--- src/design/mrpt_pkg.sv ---
package mrpt_pkg;

  localparam int WIDTH = 64;
  localparam int CW = $clog2(WIDTH);
  localparam int SW = CW + 1;
  localparam int NBASE = 7;
  localparam int KW = $clog2(NBASE);

  typedef logic [WIDTH-1:0] word_t;

  function automatic word_t base_at(input logic [KW-1:0] k);
    word_t v;
    unique case (k)
      3'd0: v = word_t'(2);
      3'd1: v = word_t'(325);
      3'd2: v = word_t'(9375);
      3'd3: v = word_t'(28178);
      3'd4: v = word_t'(450775);
      3'd5: v = word_t'(9780504);
      3'd6: v = word_t'(1795265022);
      default: v = '0;
    endcase
    return v;
  endfunction

  // (x + y) mod m for x, y < m
  function automatic word_t add_mod(input word_t x, input word_t y, input word_t m);
    word_t gap;
    gap = m - y;
    return (x >= gap) ? (x - gap) : (x + y);
  endfunction

  typedef enum logic [1:0] {
    MM_RED,
    MM_MUL,
    MM_SQB,
    MM_SQX
  } mm_op_t;

  typedef struct packed {
    logic            load;
    logic            shift_d;
    logic            pow_init;
    logic            e_shift;
    logic            r_init;
    logic            r_inc;
    logic            mm_start;
    mm_op_t          mm_op;
    logic [KW-1:0]   base_idx;
  } cmd_t;

  typedef struct packed {
    logic n_lt2;
    logic n_eq2;
    logic n_even;
    logic d_odd;
    logic base_eq_n;
    logic a_zero;
    logic e_zero;
    logic e_lsb;
    logic x_one;
    logic x_nm1;
    logic r_lt_s;
    logic mm_done;
  } status_t;

endpackage

--- src/design/mrpt_mulmod.sv ---
module mrpt_mulmod (
  input  logic           clk,
  input  logic           rst,
  input  logic           start,
  input  mrpt_pkg::word_t x,
  input  mrpt_pkg::word_t y,
  input  mrpt_pkg::word_t m,
  output logic           done,
  output mrpt_pkg::word_t result
);
  import mrpt_pkg::*;

  word_t acc, xs, ys, ms;
  logic [CW-1:0] cnt;
  logic phase, busy;

  // Interleaved shift-and-add: one doubling and one conditional add per bit
  always_ff @(posedge clk) begin
    if (rst) begin
      busy <= 1'b0;
      done <= 1'b0;
    end else begin
      done <= 1'b0;
      if (start) begin
        busy  <= 1'b1;
        phase <= 1'b0;
        cnt   <= CW'(WIDTH - 1);
        acc   <= '0;
        xs    <= x;
        ys    <= y;
        ms    <= m;
      end else if (busy) begin
        if (!phase) begin
          acc   <= add_mod(acc, acc, ms);
          phase <= 1'b1;
        end else begin
          if (ys[WIDTH-1]) acc <= add_mod(acc, xs, ms);
          ys    <= ys << 1;
          phase <= 1'b0;
          if (cnt == '0) begin
            busy <= 1'b0;
            done <= 1'b1;
          end else begin
            cnt <= cnt - 1'b1;
          end
        end
      end
    end
  end

  assign result = acc;

endmodule

--- src/design/mrpt_datapath.sv ---
module mrpt_datapath (
  input  logic             clk,
  input  logic             rst,
  input  mrpt_pkg::word_t  candidate,
  input  mrpt_pkg::cmd_t   cmd,
  output mrpt_pkg::status_t sts
);
  import mrpt_pkg::*;

  word_t n, d, e, a, b, acc;
  logic [SW-1:0] s, r;
  mm_op_t dst;
  word_t mx, my, mres;
  logic mdone;
  word_t nm1;

  assign nm1 = n - 1'b1;

  always_comb begin
    case (cmd.mm_op)
      MM_RED: begin mx = word_t'(1); my = base_at(cmd.base_idx); end
      MM_MUL: begin mx = acc; my = b; end
      MM_SQB: begin mx = b; my = b; end
      default: begin mx = acc; my = acc; end
    endcase
  end

  mrpt_mulmod u_mulmod (
    .clk    (clk),
    .rst    (rst),
    .start  (cmd.mm_start),
    .x      (mx),
    .y      (my),
    .m      (n),
    .done   (mdone),
    .result (mres)
  );

  always_ff @(posedge clk) begin
    if (cmd.load) begin
      n <= candidate;
      d <= candidate - 1'b1;
      s <= '0;
    end
    if (cmd.shift_d) begin
      d <= d >> 1;
      s <= s + 1'b1;
    end
    if (cmd.pow_init) begin
      acc <= word_t'(1);
      b   <= a;
      e   <= d;
    end
    if (cmd.e_shift) e <= e >> 1;
    if (cmd.r_init) r <= SW'(1);
    if (cmd.r_inc) r <= r + 1'b1;
    if (cmd.mm_start) dst <= cmd.mm_op;
    if (mdone) begin
      case (dst)
        MM_RED: a <= mres;
        MM_SQB: b <= mres;
        default: acc <= mres;
      endcase
    end
  end

  always_comb begin
    sts.n_lt2     = (n < word_t'(2));
    sts.n_eq2     = (n == word_t'(2));
    sts.n_even    = ~n[0];
    sts.d_odd     = d[0];
    sts.base_eq_n = (base_at(cmd.base_idx) == n);
    sts.a_zero    = (a == '0);
    sts.e_zero    = (e == '0);
    sts.e_lsb     = e[0];
    sts.x_one     = (acc == word_t'(1));
    sts.x_nm1     = (acc == nm1);
    sts.r_lt_s    = (r < s);
    sts.mm_done   = mdone;
  end

endmodule

--- src/design/mrpt_ctrl.sv ---
module mrpt_ctrl (
  input  logic              clk,
  input  logic              rst,
  input  logic              in_valid,
  output logic              in_stall,
  output logic              out_valid,
  input  logic              out_stall,
  output logic              is_prime,
  input  mrpt_pkg::status_t sts,
  output mrpt_pkg::cmd_t    cmd
);
  import mrpt_pkg::*;

  typedef enum logic [13:0] {
    S_IDLE   = 14'b00000000000001,
    S_CLASS  = 14'b00000000000010,
    S_FACTOR = 14'b00000000000100,
    S_BASE   = 14'b00000000001000,
    S_RED_W  = 14'b00000000010000,
    S_AZ     = 14'b00000000100000,
    S_POW    = 14'b00000001000000,
    S_MUL_W  = 14'b00000010000000,
    S_SQB_W  = 14'b00000100000000,
    S_CHECK  = 14'b00001000000000,
    S_SQ     = 14'b00010000000000,
    S_SQ_W   = 14'b00100000000000,
    S_SQC    = 14'b01000000000000,
    S_DONE   = 14'b10000000000000
  } state_t;

  state_t state, state_next;
  logic [KW-1:0] k, k_next;
  logic verdict, verdict_next;
  logic last_base;

  assign in_stall  = (state != S_IDLE);
  assign last_base = (k == KW'(NBASE - 1));

  always_comb begin
    state_next   = state;
    k_next       = k;
    verdict_next = verdict;
    cmd          = '0;
    cmd.base_idx = k;
    cmd.mm_op    = MM_RED;
    unique case (state)
      S_IDLE: begin
        if (in_valid) begin
          cmd.load   = 1'b1;
          state_next = S_CLASS;
        end
      end
      S_CLASS: begin
        k_next = '0;
        if (sts.n_lt2) begin
          verdict_next = 1'b0;
          state_next   = S_DONE;
        end else if (sts.n_eq2) begin
          verdict_next = 1'b1;
          state_next   = S_DONE;
        end else if (sts.n_even) begin
          verdict_next = 1'b0;
          state_next   = S_DONE;
        end else begin
          state_next = S_FACTOR;
        end
      end
      S_FACTOR: begin
        if (sts.d_odd) state_next = S_BASE;
        else cmd.shift_d = 1'b1;
      end
      S_BASE: begin
        if (sts.base_eq_n) begin
          verdict_next = 1'b1;
          state_next   = S_DONE;
        end else begin
          cmd.mm_start = 1'b1;
          cmd.mm_op    = MM_RED;
          state_next   = S_RED_W;
        end
      end
      S_RED_W: begin
        if (sts.mm_done) state_next = S_AZ;
      end
      S_AZ: begin
        if (sts.a_zero) begin
          if (last_base) begin
            verdict_next = 1'b1;
            state_next   = S_DONE;
          end else begin
            k_next     = k + 1'b1;
            state_next = S_BASE;
          end
        end else begin
          cmd.pow_init = 1'b1;
          state_next   = S_POW;
        end
      end
      S_POW: begin
        if (sts.e_zero) begin
          state_next = S_CHECK;
        end else if (sts.e_lsb) begin
          cmd.mm_start = 1'b1;
          cmd.mm_op    = MM_MUL;
          state_next   = S_MUL_W;
        end else begin
          cmd.mm_start = 1'b1;
          cmd.mm_op    = MM_SQB;
          state_next   = S_SQB_W;
        end
      end
      S_MUL_W: begin
        if (sts.mm_done) begin
          cmd.mm_start = 1'b1;
          cmd.mm_op    = MM_SQB;
          state_next   = S_SQB_W;
        end
      end
      S_SQB_W: begin
        if (sts.mm_done) begin
          cmd.e_shift = 1'b1;
          state_next  = S_POW;
        end
      end
      S_CHECK: begin
        if (sts.x_one || sts.x_nm1) begin
          if (last_base) begin
            verdict_next = 1'b1;
            state_next   = S_DONE;
          end else begin
            k_next     = k + 1'b1;
            state_next = S_BASE;
          end
        end else begin
          cmd.r_init = 1'b1;
          state_next = S_SQ;
        end
      end
      S_SQ: begin
        if (sts.r_lt_s) begin
          cmd.mm_start = 1'b1;
          cmd.mm_op    = MM_SQX;
          state_next   = S_SQ_W;
        end else begin
          verdict_next = 1'b0;
          state_next   = S_DONE;
        end
      end
      S_SQ_W: begin
        if (sts.mm_done) state_next = S_SQC;
      end
      S_SQC: begin
        if (sts.x_nm1) begin
          if (last_base) begin
            verdict_next = 1'b1;
            state_next   = S_DONE;
          end else begin
            k_next     = k + 1'b1;
            state_next = S_BASE;
          end
        end else begin
          cmd.r_inc  = 1'b1;
          state_next = S_SQ;
        end
      end
      S_DONE: begin
        if (!out_valid || !out_stall) state_next = S_IDLE;
      end
      default: state_next = S_IDLE;
    endcase
  end

  always_ff @(posedge clk) begin
    if (rst) begin
      state     <= S_IDLE;
      out_valid <= 1'b0;
      k         <= '0;
      verdict   <= 1'b0;
    end else begin
      state   <= state_next;
      k       <= k_next;
      verdict <= verdict_next;
      // hold the result until the downstream transaction completes
      if (state == S_DONE && (!out_valid || !out_stall)) begin
        out_valid <= 1'b1;
        is_prime  <= verdict;
      end else if (out_valid && !out_stall) begin
        out_valid <= 1'b0;
      end
    end
  end

endmodule

--- src/design/miller_rabin_primality_test_core.sv ---
// Deterministic Miller-Rabin test of one 64-bit unsigned candidate per transaction,
// exact for every 64-bit value, using the seven bases 2, 325, 9375, 28178, 450775,
// 9780504 and 1795265022. One candidate is worked on at a time; the result sits in an
// output register, so a new candidate is taken while the previous answer waits.
// The work per candidate is set by the single shared modular multiplier, which forms one
// product at a time: candidates below three and even ones are decided without it, and an
// odd candidate needs a reduction of each base that it tries plus the products of the
// exponentiation and squaring steps for that base.
module miller_rabin_primality_test_core (
  input  logic                         clk,
  input  logic                         rst,
  input  logic                         in_valid,
  output logic                         in_stall,
  input  logic [mrpt_pkg::WIDTH-1:0]   candidate,
  output logic                         out_valid,
  input  logic                         out_stall,
  output logic                         is_prime
);
  import mrpt_pkg::*;

  cmd_t    cmd;
  status_t sts;

  mrpt_ctrl u_ctrl (
    .clk       (clk),
    .rst       (rst),
    .in_valid  (in_valid),
    .in_stall  (in_stall),
    .out_valid (out_valid),
    .out_stall (out_stall),
    .is_prime  (is_prime),
    .sts       (sts),
    .cmd       (cmd)
  );

  mrpt_datapath u_datapath (
    .clk       (clk),
    .rst       (rst),
    .candidate (candidate),
    .cmd       (cmd),
    .sts       (sts)
  );

endmodule

--- config.mk ---
export PLATFORM = sky130hd
export DESIGN_NAME = miller_rabin_primality_test_core
export DESIGN_NICKNAME = d
export VERILOG_FILES = /design/src/design/mrpt_pkg.sv /design/src/design/mrpt_mulmod.sv /design/src/design/mrpt_datapath.sv /design/src/design/mrpt_ctrl.sv /design/src/design/miller_rabin_primality_test_core.sv
export SDC_FILE = /design/constraint.sdc
export NUM_CORES = 2
export LEC_CHECK = 0
export BUFFER_PORTS_ARGS = -buffer_cell sky130_fd_sc_hd__buf_2
export CAP_MARGIN = 20
export CORE_ASPECT_RATIO = 1.2
export CORE_UTILIZATION = 59
export DETAILED_ROUTE_END_ITERATION = 10
export GPL_ROUTABILITY_DRIVEN = 0
export GPL_TIMING_DRIVEN = 0
export PLACE_DENSITY = 0.76
export SLEW_MARGIN = 20
export SYNTH_ARGS = -nofsm -noshare
export SYNTH_HDL_FRONTEND = slang
export SYNTH_HIERARCHICAL = 1
export SYNTH_SLANG_ARGS = --single-unit
--- constraint.sdc ---
create_clock -name clk -period 9.85 [get_ports clk]
set_clock_uncertainty 0.2 [all_clocks]
set_input_delay 0.985 -clock clk [delete_from_list [all_inputs] [get_ports clk]]
set_output_delay 0.985 -clock clk [all_outputs]
set_load 0.02 [all_outputs]
### After elaboration in Yosys (flattened, before gate mapping)

Cells that the tools add are included.

* input port bits: 68
* output and inout bits: 3
* register bits: 685

* equal/unequal tests: 43
* bitwise operators: 3
* $add $sub $neg: 12
* $lt $le $gt $ge: 4
* multiplexer cells: 89
* reduce and logical (&&, ||, !) cells: 33

Operator list (number)
* $mux W64: 14
* $pmux W64 S2: 2
* $sub A64 B64 Y64: 4
* $mux W63: 4
* $mux W14: 17
* $pmux W31 S7: 1
* $pmux W14 S14: 1
* $add A64 B64 Y64: 2
* $ge A64 B64 Y1: 2
* $logic_not A64 Y1: 2
* $sub A64 B1 Y64 const B: 2
* $eq A31 B64 Y1: 1
* $eq A64 B1 Y1 const B: 1
* $eq A64 B2 Y1 const B: 1
* $eq A64 B64 Y1: 1
* $lt A64 B2 Y1 const B: 1
* $mux W1: 30
* $mux W7: 4
* $mux W3: 8
* $pmux W3 S4: 2
* $mux W6: 3
* $ne A2 B1 Y1 const B: 8
* $add A7 B1 Y7 const B: 2
* $eq A14 B1 Y1 const B: 1
* other kinds (44): 70

### Logic depth before layout (Yosys ltp)

* depth after elaboration: 9
* gate-level depth with buffers: 30
* depth with buffers taken out: 27

### Cells and area by module

The synthesis kept the hierarchy.

By module, submodules not included
* mrpt_mulmod: area each 29393.2 um2, times used 1, cells an instance 3517
* mrpt_datapath: area each 21053.9 um2, times used 1, cells an instance 2112
* mrpt_ctrl: area each 1515.2 um2, times used 1, cells an instance 194

### Least setup slack after synthesis

Ideal clock, no wire load.

* path type: reg2reg
* start point: register u_ctrl.k[2]
* end point: register u_datapath.u_mulmod.acc[0], in the netlist u_datapath/u_mulmod/result[0] (enable)
* setup time: 0.433 ns
* required time: 9.217 ns
* setup slack: -0.827 ns
* path buffers: 4
* data arrival time: 10.045 ns
* period minus slack after synthesis: 10.677 ns
* cell stages (with the launch flop): 17
* path through: dfxtp_1 > clkbuf_1 > buf_1 > nor3b_1 > a21oi_1 > nor2_1 > a21oi_1 > nand2_1 > a21oi_1 > nor4_1 > nor2_1 > nor2_1 > nand2_1 > clkbuf_1 > clkbuf_1 > nor2b_1 > o31a_1

RTL lines
* from (decl): RTL line mrpt_ctrl.sv:32 `logic [KW-1:0] k, k_next;`
* from (signal assigned): RTL line mrpt_ctrl.sv:181 `k <= k_next;`
* to (signal assigned): RTL line mrpt_mulmod.sv:34 `acc <= add_mod(acc, acc, ms);`
* to (signal assigned): RTL line mrpt_mulmod.sv:37 `if (ys[WIDTH-1]) acc <= add_mod(acc, xs, ms);`
* to (decl): RTL line mrpt_mulmod.sv:13 `word_t acc, xs, ys, ms;`

### Worst setup path in the final report

* start point: register u_datapath.u_mulmod.ms[0]
* end point: register u_datapath.u_mulmod.acc[6], in the netlist u_datapath/u_mulmod/result[6], data pin

* word-level cells in the longest chain between the ends: 6
* elaborated cells between the ends (all ways): 11
* classes of those cells: 4 x add/sub; 2 x order compare; 5 x mux

Ends and longest elaborated chain
* from (decl): RTL line mrpt_mulmod.sv:13
* from (signal assigned): RTL line mrpt_mulmod.sv:31 `ms <= m;`
* $sub A64 B64 Y64: RTL line mrpt_pkg.sv:29 `gap = m - y;`
* $sub A64 B64 Y64 / $ge A64 B64 Y1 (equally long branches): RTL line mrpt_pkg.sv:30 `return (x >= gap) ? (x - gap) : (x + y);`
* $mux W64: RTL line mrpt_pkg.sv:30
* $mux W64: RTL line mrpt_mulmod.sv:37
* $mux W64 (*): RTL line mrpt_mulmod.sv:33 `if (!phase) begin`
* $mux W64 (*): RTL line mrpt_mulmod.sv:32 `end else if (busy) begin`

Every way passes the cells marked *; elsewhere a longest branch is shown, timed or not. The select of a mux whose other input is x is not followed.
A chain may end at the register's enable or synchronous reset.

==> run metrics <==
DR pass1 iterations=10; count of clock tree sinks=685; die width=273 µm; final hold slack=0.250 ns; Power Density=119 nW/µm²; Syn. warnings=6; Hold Crit Class=flop to flop; Post-Layout Cell Count=7188; post-cts gate resize count=0; FF+latch count, synth=685; kind of end point of the critical path=flop; post-synthesis cell area=52000 µm²; worst slew pin tran=1.25 ns; crit-path most repeated cell=o21ai_0; vias in the first global route=44800; hold-fix buffers at CTS=0; Mapped Cells=5823; Core Box Area=86800 µm²; slowest cell delay on critical path=0.77 ns; CTS Root Cell=clkbuf_16; Mapped Avg Cell Area=8.92 µm²; Slowest-stage cell, CP=a221oi_1; CTS tree=built; period utilisation layout=0.909; Layout Nets=6395; async set-reset flop share out of synthesis=0; Worst setup startpoint=u_datapath/u_mulmod/ms[0]; status=completed; Synth Flop Type=edfxtp_1; placed cells=7057; post-CTS setup buffer count=0; unrepaired setup endpoints after global routing=false; Setup CP Type=flop to flop; Required @ worst endpoint=9.98 ns; drt total wl=181 mm; post-synth cell types=111; Worst Hold Launch=u_datapath/n[27]; die outline area=89300 µm²; DR vias/cell=6.65; Overflow after GRT=0; Fill cells=7101; total track usage=0.396; VDD IR max=0.188 mV; Initial Util=0.599; register area=19100 µm²; area grow syn2layout=9.02%; Slew headroom=0.160; ANT nets after route=0; average wire per standard cell=25.2 µm; Die Span Y=327 µm; final hold vios=0; first-pass GRT wire length=267 mm; DRT iter0 DRCs=6540; max-slew violations=0; Overall Power=6.73 mW; insertion delay to the later sink of the worst-skew pair=0.64 ns; htree depth=3; Final Critical Period=8.95 ns; RR Startpoint=u_datapath/u_mulmod/ms[0]; WP data arrival=9.08 ns; Seq/Total Area, Yosys=0.367; Post-synth EDFFs=534; CTS max path bufs=3; Reg clk slew, reported paths=0.07 ns; Startpoint Class=flop; Port-buffer cells=70; syn_nets=6230; Leak=21.0 nW; final instance area=56700 µm²; vias after detailed routing=47800; initial antenna violation count=7; Detail Placement HPWL=143 mm; Placed Area=54200 µm²; CTS Buf Count=69; multi-input logic area=30800 µm²; crit-path max FO=11; I/O Pins=71; Final setup viols=0; max-cap violations=0; share of post-route cells with drive strength above 1=0.0776; largest net degree at the start of global routing=55; Max Freq=112 MHz; DRC Markers=0; placement row count=118
-- report_power, final --
| group | internal [mW] | leakage (nW) | switching (mW) |
|---|---|---|---|
| clock network | 1.64 | 1.19 | 1.22 |
| registers | 3.25 | 6.21 | 0.131 |
| logic | 0.190 | 13.6 | 0.292 |
| total | 5.08 | 21.0 | 1.64 |
-- synth_stat cells (15+ instances only) --
library cell / number / area [µm²]
edfxtp_1: 534 / 16000
mux2i_1: 86 / 861
nand3_1: 102 / 510
a21boi_0: 15 / 113
a21oi_1: 490 / 2450
nor2b_1: 45 / 282
nand3b_1: 15 / 113
o21ai_0: 412 / 2060
o21bai_1: 66 / 495
o211ai_1: 33 / 248
nor4_1: 103 / 644
xnor2_1: 293 / 2570
nor2_1: 392 / 1470
clkbuf_1: 251 / 942
a22o_1: 41 / 359
or3_1: 51 / 319
dfxtp_1: 151 / 3020
inv_1: 244 / 916
nand2b_1: 110 / 688
and3_1: 44 / 275
nand2_1: 609 / 2290
o31ai_1: 34 / 255
nand4_1: 120 / 751
a221oi_1: 24 / 210
buf_2: 26 / 130
o21a_1: 35 / 263
ha_1: 334 / 4180
a22oi_1: 16 / 120
or2_2: 25 / 156
mux2_2: 128 / 1440
o22ai_1: 15 / 93.8
or4_1: 27 / 203
a21o_1: 191 / 1430
a211oi_1: 75 / 563
nor3_1: 115 / 576
buf_1: 25 / 93.8
a221o_1: 16 / 160
and2_1: 36 / 225
a31oi_1: 50 / 313
xor2_1: 175 / 1530
-- cells by family after synthesis --
logic type	Yosys count	share of synthesized area
compound gates	1678	0.205
xor+xnor	468	0.0789
fa+ha+maj	339	0.0824
buf+inv	554	0.0412
flops	685	0.367
mux	215	0.0447
simple gates	1884	0.181
-- worst max-delay path, delay by kind of cell, from the launching register on --
| kind | cells | cell delay, ns |
|---|---|---|
| AOI/OAI and AO/OA | 16 | 4.60 |
| xor gates and xnor gates | 1 | 0.14 |
| adders and majority gates | 3 | 0.99 |
| buffers and inverters | 5 | 1.54 |
| DFF | 1 | 0.50 |
| and+or+nand+nor | 4 | 0.65 |
-- placed cells by master, fill, tap and decap left out, types with 191 or more instances in the layout --
master,netlist,layout
o21ai_0,412,412
nor2_1,392,390
a21o_1,191,191
xnor2_1,293,293
nand2_1,609,609
edfxtp_1,534,534
ha_1,334,334
a21oi_1,490,490
clkbuf_1,251,255
inv_1,244,244
-- through the flow --
stage                     utilization  TNS [ns]  setup WS, ns
after global placement          0.619   -179.62         -2.43
after global routing            0.652         0         0.612
after CTS                       0.652         0          1.40
final                           0.653         0         0.900
after floorplan                     -         0          1.59
after detailed placement        0.624         0          1.42
-- final cells by class --
type	count	area share
antenna	3	0.000133
clock buffer	83	0.0329
multi-input combinational	4584	0.544
clock inverter	45	0.0102
sequential	685	0.336
inverter	246	0.0163
tap	1140	0.0252
buffer	308	0.0216
timing repair buffer	94	0.0132
-- path summary, 6_finish.rpt --
path | end | slack (ns) | cells past startpoint
max | u_datapath/u_mulmod/result[6] | 0.90 | 29
min | u_datapath/u_mulmod/ms[27] | 0.25 | 0
min reg2reg | u_datapath/u_mulmod/ms[27] | 0.25 | 0
max reg2reg | u_datapath/u_mulmod/result[6] | 0.90 | 29
-- per-layer routing --
| metal | vias to the layer above | track usage | part of all wire |
|---|---|---|---|
| met3 | 749 | 0.0639 | 0.11 |
| met4 | 4 | 0.320 | 0.095 |
| met5 | - | 0 | 0.00016 |
| met1 | 22100 | 0.477 | 0.36 |
| li1 | 21900 | - | - |
| met2 | 3047 | 0.628 | 0.44 |
No activity file was read; power rests on OpenSTA's default activity.
